### config.mk
export PLATFORM = sky130hd
export DESIGN_NAME = button_debounce_press_classifier
export DESIGN_NICKNAME = d
export VERILOG_FILES = /design/src/hw/rtl/bdpc_pkg.sv /design/src/hw/rtl/button_debounce_press_classifier.sv
export SDC_FILE = /design/constraint.sdc
export NUM_CORES = 2
export LEC_CHECK = 0
export BUFFER_PORTS_ARGS = -buffer_cell sky130_fd_sc_hd__buf_2
export CAP_MARGIN = 20
export CORE_MARGIN = 2
export CORE_UTILIZATION = 55
export CTS_CLUSTER_DIAMETER = 120
export CTS_CLUSTER_SIZE = 8
export DETAILED_ROUTE_END_ITERATION = 8
export HOLD_SLACK_MARGIN = 0.12
export PLACE_DENSITY = 0.72
export SLEW_MARGIN = 5
export SYNTH_ARGS = -nofsm -noshare
export SYNTH_HDL_FRONTEND = slang
export SYNTH_SLANG_ARGS = --single-unit
### constraint.sdc
create_clock -name i_clk -period 32.2 [get_ports i_clk]
set_input_delay 6.44 -clock i_clk [delete_from_list [all_inputs] [get_ports i_clk]]
set_output_delay 6.44 -clock i_clk [all_outputs]
set_load 0.01 [all_outputs]
### src/hw/rtl/bdpc_pkg.sv
// Shared types and constants for the button debounce and press classifier.
// No dependencies; imported by the top level and its port checker.
package bdpc_pkg;

    localparam int FIELD_W     = 9;    // raw level and event mask width
    localparam int ELAPSED_W   = 16;
    localparam int THR_W       = 24;
    localparam int HIST_LEN    = 13;
    localparam int CFG_IDX_W   = 2;
    localparam int IN_DATA_W   = 32;
    localparam int OUT_DATA_W  = 64;

    localparam int BUTTON_COUNT_DEF = 9;
    localparam int TIME_BITS_DEF    = 24;

    // history: bit 0 newest, 1 = released
    localparam logic [HIST_LEN-1:0] HIST_RELEASED = 13'h1FFF;
    localparam logic [HIST_LEN-1:0] HIST_PRESS    = 13'h1F00;
    localparam logic [HIST_LEN-1:0] HIST_HOLD     = 13'h0000;

    localparam logic [THR_W-1:0] SHORT_THR_RST  = 24'd250;
    localparam logic [THR_W-1:0] MEDIUM_THR_RST = 24'd1000;
    localparam logic [THR_W-1:0] LONG_THR_RST   = 24'd3000;

    localparam logic [CFG_IDX_W-1:0] CFG_SHORT_THR  = 2'd0;
    localparam logic [CFG_IDX_W-1:0] CFG_MEDIUM_THR = 2'd1;
    localparam logic [CFG_IDX_W-1:0] CFG_LONG_THR   = 2'd2;

    typedef enum logic [2:0] {
        LVL_UP    = 3'd0,
        LVL_DOWN  = 3'd1,
        LVL_SHORT = 3'd2,
        LVL_MED   = 3'd3,
        LVL_LONG  = 3'd4
    } t_level;

endpackage

### src/hw/rtl/button_debounce_press_classifier.sv
// Button debounce and press classifier, top level.
// Depends on bdpc_pkg; per-button history, press level and held-time registers.
//
// Each input word is one sampling tick: raw contact levels and the time since the
// previous tick. Every button keeps a 13-sample history; the pattern of five
// released then eight pressed samples gives a down event, thirteen released
// samples end the press, and thirteen pressed samples add the elapsed time into a
// saturating held-time counter that raises the level through short, medium and
// long. Each input word yields exactly one registered output word of event masks,
// and a new word is taken every cycle unless stalled: the per-button update is a
// single add and three compares between the state registers and the output
// register. The input side stalls only while the output register is full and not
// being drained. The threshold port is always ready; write it only while idle.
module button_debounce_press_classifier
    import bdpc_pkg::*;
#(
    parameter int BUTTON_COUNT = BUTTON_COUNT_DEF,
    parameter int TIME_BITS    = TIME_BITS_DEF
) (
    input  logic                  i_clk,
    input  logic                  i_rst_n,
    // tick input
    input  logic                  i_s_axis_tvalid,
    output logic                  o_s_axis_tready,
    input  logic [IN_DATA_W-1:0]  i_s_axis_tdata,   // [8:0] raw_levels, [24:9] elapsed_ticks
    // event output
    output logic                  o_m_axis_tvalid,
    input  logic                  i_m_axis_tready,
    output logic [OUT_DATA_W-1:0] o_m_axis_tdata,   // [8:0] down_events, [17:9] up_events,
                                                    // [26:18] tap_events, [35:27] short_events,
                                                    // [44:36] medium_events,
                                                    // [53:45] long_events, [62:54] held_mask
    // threshold writes
    input  logic                  i_cfg_valid,
    output logic                  o_cfg_ready,
    input  logic [CFG_IDX_W-1:0]  i_cfg_index,
    input  logic [THR_W-1:0]      i_cfg_data
);

    localparam int CMP_W = (TIME_BITS > THR_W) ? TIME_BITS : THR_W;
    localparam int SUM_W = ((TIME_BITS > ELAPSED_W) ? TIME_BITS : ELAPSED_W) + 1;
    localparam logic [TIME_BITS-1:0] TIME_CAP = '1;

    logic [THR_W-1:0]     r_short_thr, r_medium_thr, r_long_thr;
    logic [HIST_LEN-1:0]  r_hist  [BUTTON_COUNT];
    t_level               r_level [BUTTON_COUNT];
    logic [TIME_BITS-1:0] r_held  [BUTTON_COUNT];
    logic                 r_out_valid;
    logic [OUT_DATA_W-1:0] r_out_data;

    logic [HIST_LEN-1:0]  n_hist  [BUTTON_COUNT];
    t_level               n_level [BUTTON_COUNT];
    logic [TIME_BITS-1:0] n_held  [BUTTON_COUNT];
    t_level               w_lv_mid [BUTTON_COUNT];
    logic [SUM_W-1:0]     w_sum   [BUTTON_COUNT];

    logic                 w_accept;
    logic [FIELD_W-1:0]   w_levels;
    logic [ELAPSED_W-1:0] w_elapsed;
    logic [BUTTON_COUNT-1:0] w_pressed;
    logic [BUTTON_COUNT-1:0] w_down, w_up, w_tap, w_short, w_med, w_long, w_held;
    logic [FIELD_W-1:0]   w_down_f, w_up_f, w_tap_f, w_short_f, w_med_f, w_long_f, w_held_f;

    assign w_levels  = i_s_axis_tdata[FIELD_W-1:0];
    assign w_elapsed = i_s_axis_tdata[FIELD_W +: ELAPSED_W];
    assign o_s_axis_tready = !r_out_valid || i_m_axis_tready;
    assign w_accept  = i_s_axis_tvalid && o_s_axis_tready;
    assign o_cfg_ready = 1'b1;

    // buttons beyond the input field sample released
    for (genvar g = 0; g < BUTTON_COUNT; g++) begin : g_in
        if (g < FIELD_W) begin : g_live
            assign w_pressed[g] = w_levels[g];
        end else begin : g_idle
            assign w_pressed[g] = 1'b0;
        end
    end

    for (genvar g = 0; g < FIELD_W; g++) begin : g_out
        if (g < BUTTON_COUNT) begin : g_live
            assign w_down_f[g]  = w_down[g];
            assign w_up_f[g]    = w_up[g];
            assign w_tap_f[g]   = w_tap[g];
            assign w_short_f[g] = w_short[g];
            assign w_med_f[g]   = w_med[g];
            assign w_long_f[g]  = w_long[g];
            assign w_held_f[g]  = w_held[g];
        end else begin : g_none
            assign w_down_f[g]  = 1'b0;
            assign w_up_f[g]    = 1'b0;
            assign w_tap_f[g]   = 1'b0;
            assign w_short_f[g] = 1'b0;
            assign w_med_f[g]   = 1'b0;
            assign w_long_f[g]  = 1'b0;
            assign w_held_f[g]  = 1'b0;
        end
    end

    always_comb begin
        for (int i = 0; i < BUTTON_COUNT; i++) begin
            n_hist[i]   = {r_hist[i][HIST_LEN-2:0], ~w_pressed[i]};
            w_lv_mid[i] = r_level[i];
            w_down[i]   = 1'b0;
            w_up[i]     = 1'b0;
            w_tap[i]    = 1'b0;
            w_short[i]  = 1'b0;
            w_med[i]    = 1'b0;
            w_long[i]   = 1'b0;

            if (n_hist[i] == HIST_PRESS) begin
                w_lv_mid[i] = LVL_DOWN;
                w_down[i]   = 1'b1;
            end else if (n_hist[i] == HIST_RELEASED) begin
                if (r_level[i] != LVL_UP) begin
                    w_up[i]  = 1'b1;
                    w_tap[i] = (r_level[i] == LVL_DOWN);
                end
                w_lv_mid[i] = LVL_UP;
            end

            w_sum[i]   = SUM_W'(r_held[i]) + SUM_W'(w_elapsed);
            n_level[i] = w_lv_mid[i];
            if (n_hist[i] == HIST_HOLD) begin
                n_held[i] = (w_sum[i] > SUM_W'(TIME_CAP)) ? TIME_CAP
                                                          : w_sum[i][TIME_BITS-1:0];
                if (CMP_W'(n_held[i]) > CMP_W'(r_long_thr)) begin
                    n_level[i] = LVL_LONG;
                    w_long[i]  = (w_lv_mid[i] != LVL_LONG);
                end else if (CMP_W'(n_held[i]) > CMP_W'(r_medium_thr)) begin
                    n_level[i] = LVL_MED;
                    w_med[i]   = (w_lv_mid[i] != LVL_MED);
                end else if (CMP_W'(n_held[i]) > CMP_W'(r_short_thr)) begin
                    n_level[i] = LVL_SHORT;
                    w_short[i] = (w_lv_mid[i] != LVL_SHORT);
                end
            end else begin
                n_held[i] = '0;
            end

            w_held[i] = (n_level[i] != LVL_UP);
        end
    end

    always_ff @(posedge i_clk) begin
        if (!i_rst_n) begin
            r_short_thr  <= SHORT_THR_RST;
            r_medium_thr <= MEDIUM_THR_RST;
            r_long_thr   <= LONG_THR_RST;
        end else if (i_cfg_valid) begin
            case (i_cfg_index)
                CFG_SHORT_THR:  r_short_thr  <= i_cfg_data;
                CFG_MEDIUM_THR: r_medium_thr <= i_cfg_data;
                CFG_LONG_THR:   r_long_thr   <= i_cfg_data;
                default: ;
            endcase
        end
    end

    always_ff @(posedge i_clk) begin
        if (!i_rst_n) begin
            for (int i = 0; i < BUTTON_COUNT; i++) begin
                r_hist[i]  <= HIST_RELEASED;
                r_level[i] <= LVL_UP;
                r_held[i]  <= '0;
            end
        end else if (w_accept) begin
            for (int i = 0; i < BUTTON_COUNT; i++) begin
                r_hist[i]  <= n_hist[i];
                r_level[i] <= n_level[i];
                r_held[i]  <= n_held[i];
            end
        end
    end

    always_ff @(posedge i_clk) begin
        if (!i_rst_n) begin
            r_out_valid <= 1'b0;
        end else if (w_accept) begin
            r_out_valid <= 1'b1;
        end else if (i_m_axis_tready) begin
            r_out_valid <= 1'b0;
        end
    end

    always_ff @(posedge i_clk) begin
        if (w_accept) begin
            r_out_data <= {1'b0, w_held_f, w_long_f, w_med_f, w_short_f,
                           w_tap_f, w_up_f, w_down_f};
        end
    end

    assign o_m_axis_tvalid = r_out_valid;
    assign o_m_axis_tdata  = r_out_data;

endmodule

### Word level (Yosys, flattened, before mapping)

Memory sizes are Yosys's and may differ from the RTL's.
Index checks and enable logic that the tools add are counted.

| word-level totals | value |
|---|---|
| bits in registers | 136 |
| latch bits | 0 |
| bits in writable memories | 360 |
| memory bits (read-only) | 0 |
| input port bits | 63 |
| output and inout bits | 67 |
| memories | 3 |

Memories:

| name | depth | bits a word | rd ports | clocked after memory_dff | write ports | line | text |
|---|---|---|---|---|---|---|---|
| r_held | 9 | 24 | 9 | 0 | 9 | button_debounce_press_classifier.sv:47 | `logic [TIME_BITS-1:0] r_held [BUTTON_COUNT];` |
| r_hist | 9 | 13 | 9 | 0 | 9 | button_debounce_press_classifier.sv:45 | `logic [HIST_LEN-1:0] r_hist [BUTTON_COUNT];` |
| r_level | 9 | 3 | 9 | 0 | 9 | button_debounce_press_classifier.sv:46 | `t_level r_level [BUTTON_COUNT];` |

| operators by class | value |
|---|---|
| add/sub/neg operators | 9 |
| multiply operators | 0 |
| divide/modulo/power cells | 0 |
| $lt $le $gt $ge | 36 |
| equal/unequal tests | 56 |
| shift operators | 0 |
| muxes and demuxes | 123 |
| bitwise logic cells | 81 |
| reduce and logical (&&, ||, !) cells | 80 |

Operator list:

| kind | count |
|---|---|
| > comparator 24 bit | 27 |
| two-way mux 24 bit | 27 |
| equality test 13 bit (second input constant) | 18 |
| adder 24 x 16 -> 25 bit | 9 |
| > comparator 25 x 24 -> 1 bit (second input constant) | 9 |
| two-way mux 3 bit | 63 |
| zero test 13 bit | 9 |
| two-way mux 13 bit | 9 |
| inequality test 3 x 2 -> 1 bit (second input constant) | 18 |
| inverter 1 bit | 54 |
| nonzero test 3 bit | 18 |
| OR reduction 3 bit | 18 |
| OR reduction 4 bit | 9 |
| equality test 3 x 1 -> 1 bit (second input constant) | 9 |
| inequality test 3 bit (second input constant) | 9 |
| bitwise OR 1 bit | 27 |
| two-way mux 1 bit | 24 |
| AND reduction 2 bit | 12 |
| OR reduction 2 bit | 9 |
| equality test 2 x 1 -> 1 bit (second input constant) | 1 |
| equality test 2 bit (second input constant) | 1 |
| zero test 2 bit | 1 |
| nonzero test 2 bit | 1 |
| logical AND 1 bit | 1 |
| other kinds (2) | 2 |

### Longest topological paths before layout

An unclocked memory read counts as a cell.

| depth | value |
|---|---|
| depth in word-level cells | 10 |
| mapped depth | 21 |

### Least setup slack after synthesis

No wires, ideal clock.

| timing path | value |
|---|---|
| path type | input port to flip-flop |
| start | input i_m_axis_tready |
| end | memory r_held[0][0] (netlist name) (enable) |
| data arrival time | 16623 ps |
| data required time | 31427 ps |
| setup slack | 14804 ps |
| stages | 3 |
| buffers on the path | 0 |
| path through | nand2b_1 and2_1 nand2b_1 |

RTL lines:

| element | line | text |
|---|---|---|
| start, declared | button_debounce_press_classifier.sv:28 | `input logic i_m_axis_tready,` |
| end, declared | button_debounce_press_classifier.sv:47 |  |

### Final worst setup path

| timing path | value |
|---|---|
| start | input i_m_axis_tready |
| end | output o_s_axis_tready |

| between the ends | value |
|---|---|
| longest elaborated chain between the ends | 1 |

RTL lines:

| element | line | text |
|---|---|---|
| logical OR 1 bit | button_debounce_press_classifier.sv:66 | `assign o_s_axis_tready = !r_out_valid \|\| i_m_axis_tready;` |
| end, declared | button_debounce_press_classifier.sv:24 | `output logic o_s_axis_tready,` |

No other way between the ends.

==> summary.md <==
| Metric | Value |
|---|---|
| Adder-Cell Fraction of Synth Area | `about a quarter` |
| Layout cells sized above 1 | `approximately 6.9%` |
| Root Buffer | `clkbuf_16` |
| CP endpoint kind | `output pin` |
| CP Data Arrival Time | `a little under 7 ns` |
| FFs w/ async S/R, synth | `0%` |
| Routed WL | `between 100000 and 150000 um` |
| Seq cells post-synth | `487` |
| Worst slew margin | `approximately 17%` |
| Fin area | `0.0466 mm^2` |
| Combinational family with the most area after synthesis | `adder cells` |
| Sw Pwr | `0.697 mW` |
| Synth cell types | `between 80 and 90` |
| Post-synth EDFFs | `about 410` |
| DRC Markers | `0` |
| Initial DRC Count | `~4400` |
| Switching Fraction | `between 30% and 40%` |
| Vias in the first global route | `around 34000` |
| Final instance count without filler cells | `5739` |
| VDD IR max | `~0.043 mV` |
| Core ar. | `around 0.077 mm^2` |
| Compound-Gate Fraction of Synth Area | `19.7%` |
| Synth warnings | `0` |
| CP max FO | `4` |
| Hold_sp | `r_short_thr[23]` |
| Post-Syn Area | `approximately 0.043 mm^2` |
| Setup ws final | `between 15 and 20 ns` |
| Synth Area in XOR/XNOR | `between 2 and 2.5%` |
| Leak Pwr | `around 20 nW` |
| Status | `finished, final reports clean` |
| Reg-to-reg startpoint | `r_held[0][144]` |
| Dominant cell type by area after synthesis | `edfxtp_1` |
| Clock Sinks | `~500` |
| CTS max path bufs | `3` |
| Final core utilization | `60.5%` |
| Top area cells in the synthesized netlist | `edfxtp_1 29%, ha_1 23%, a21oi_1 4.3%` |
| Worst skew pair latency | `approximately 0.65 ns` |
| First-pass GRT wire length | `approximately 210000 um` |
| Post-CTS Setup Inserts | `0` |
| Area Growth Syn to Fin | `9.51%` |
| Final Hold Fails | `0` |
| # rows | `102` |
| Inserted Clock Buffers | `about 70` |
| Clock tree from TritonCTS | `yes` |
| Layout Skew | `around 0.035 ns` |
| Final-layout fill cell count | `between 6000 and 7000` |
| CTS clk-pin slew, worst paths | `0.05 ns` |
| Pwr/cell area | `~44 mW/mm^2` |
| Post-synthesis simple-gate area fraction | `18.8%` |
| Die H | `between 200 and 300 um` |
| Pre-antenna DRT Iters | `5` |
| Initial Util | `55.3%` |
| Via Count | `between 30000 and 40000` |
| Fmax | `around 75 MHz` |
| Hpwl dp | `103000 um` |
| Number of I/O port buffers | `120` |
| Die X | `roughly 280 um` |
| Total Die Area | `around 0.08 mm^2` |
| Total grt overflow | `0` |
| Setup Viol. Count Final | `0` |
| Post-synthesis mux area share | `0.564%` |
| IO Count | `130` |
| Post-Synthesis Net Count | `approximately 5400` |
| Final Critical Period | `13.30 ns` |
| Via density | `6.58` |
| Placed instance area | `between 0.04 and 0.05 mm^2` |
| Pint | `1.36 mW` |
| HP Class | `reg -> reg` |
| MaxCap Viol Count | `0` |
| Setup crit start kind | `input port` |
| Nets | `5523` |
| Sequential-to-total area share from yosys stat | `between 30% and 40%` |
| # hold bufs at CTS | `0` |
| Final RePlAce weighted congestion | `0.991` |
| Seq pwr share | `a little over a third` |
| Final antenna-violating net count | `0` |
| Pins Over Slew Limit | `0` |
| GRT Total Usage | `between 30% and 40%` |
| Total power | `just over 2 mW` |
| Critical Path Start | `i_m_axis_tready` |
| WS Path Type | `in -> out` |
| Most common cell after layout, fill and taps aside | `ha_1` |
| Yosys top cell area share | `29.2%` |
| Largest net degree at the start of global routing | `77` |
| Worst Max-Slew Pin Slew | `1.24 ns` |
| Hold_ws | `0.462 ns` |
| Drt wl/cell | `25.0 um` |
| Sum Neg Setup Slack | `0 ns` |
| Placement Setup Slack | `approximately 19 ns` |
| Post-CTS sizing | `0` |
| Syn avg cell area | `approximately 9.4 um^2` |
| Most frequent cells in the layout | `792 x ha_1, 433 x nand2_1, 414 x edfxtp_1` |
| Comb pwr share | `29.4%` |
| Htree depth | `3` |
| Dominant synthesized flop cell | `edfxtp_1` |
| Placed Cells | `about 5600` |
| Initial antenna violation count | `7` |
| RSZ-0062 raised after global routing | `false` |
| Required @ worst endpoint | `25.76 ns` |
| Clock power frac | `between 30% and 40%` |
| Period utilization | `about two fifths` |
| Synthesized instance count | `4512` |
## worst max-delay path: stages
cell and delay, ns:
buf_2 0.09, nand2b_1 0.17, buf_2 0.15
## power by group through the flow
stage	logic [mW]	registers (mW)	clock network, mW
detailed placement	0.580	0.737	0
global placement	0.566	0.736	0
global route	0.667	0.728	0.757
CTS	0.586	0.725	0.731
floorplan	0.410	0.746	0
finish	0.605	0.725	0.725
## path summary, 6_finish.rpt
check                                        to  slack [ns]  depth (start not counted)
worst max-delay path            o_s_axis_tready       18.90                          3
worst min-delay path            r_short_thr[23]        0.46                          2
worst max register to register   r_level[0][19]       25.41                         19
worst min register to register  r_short_thr[23]        0.46                          2
## final cells by class
class | count | area, um^2 | share of cell area [%]
Inverter | 157 | 589 | 1.26
Sequential cell | 487 | 13900 | 29.8
Antenna cell | 3 | 7.51 | 0.0161
Timing Repair Buffer | 175 | 1010 | 2.17
Clock buffer | 101 | 1900 | 4.07
Tap cell | 1040 | 1300 | 2.79
Multi-Input combinational cell | 3767 | 27700 | 59.5
Clock inverter | 9 | 203 | 0.435
## logic make-up after synthesis
| family | Yosys count |
|---|---|
| AND/OR/NAND/NOR | 1552 |
| AO/OA/AOI/OAI | 1280 |
| adder cells (fa/ha/maj) | 801 |
| flip-flops | 487 |
| buffers and inverters | 258 |
| XOR/XNOR | 110 |
| multiplexers | 22 |
| other | 2 |
## state kept, by name (all words and copies together), names as in the netlist
register,count
o_m_axis_tvalid,1
r_long_thr,24
r_level,27
r_medium_thr,24
r_held,216
o_m_axis_tdata,63
r_hist,108
r_short_thr,24
## metal layers
metal | vias to the layer above | wire [um] | track usage [%]
li1 | 17600 | - | -
met1 | 17900 | 61100 | 50.0
met2 | 1936 | 58100 | 50.7
met3 | 362 | 17000 | 8.64
met4 | 10 | 7220 | 15.2
met5 | - | 56 | 0
## cells in the mapped netlist, types with 44 or more instances
library cell  number
ha_1             792
nand2_1          433
edfxtp_1         414
a21oi_1          369
nor2_1           227
a21o_1           222
nand4_1          174
o21ai_0          161
inv_1            157
nand2b_1         141
nor3_1           107
nor2b_1          102
nand3_1           86
clkbuf_1          84
o21a_1            79
dfxtp_1           73
a211oi_1          64
and3_1            61
a21boi_0          59
xor2_1            57
xnor2_1           53
o211ai_1          49
a31oi_1           44
(Power assumes the default switching activity.)
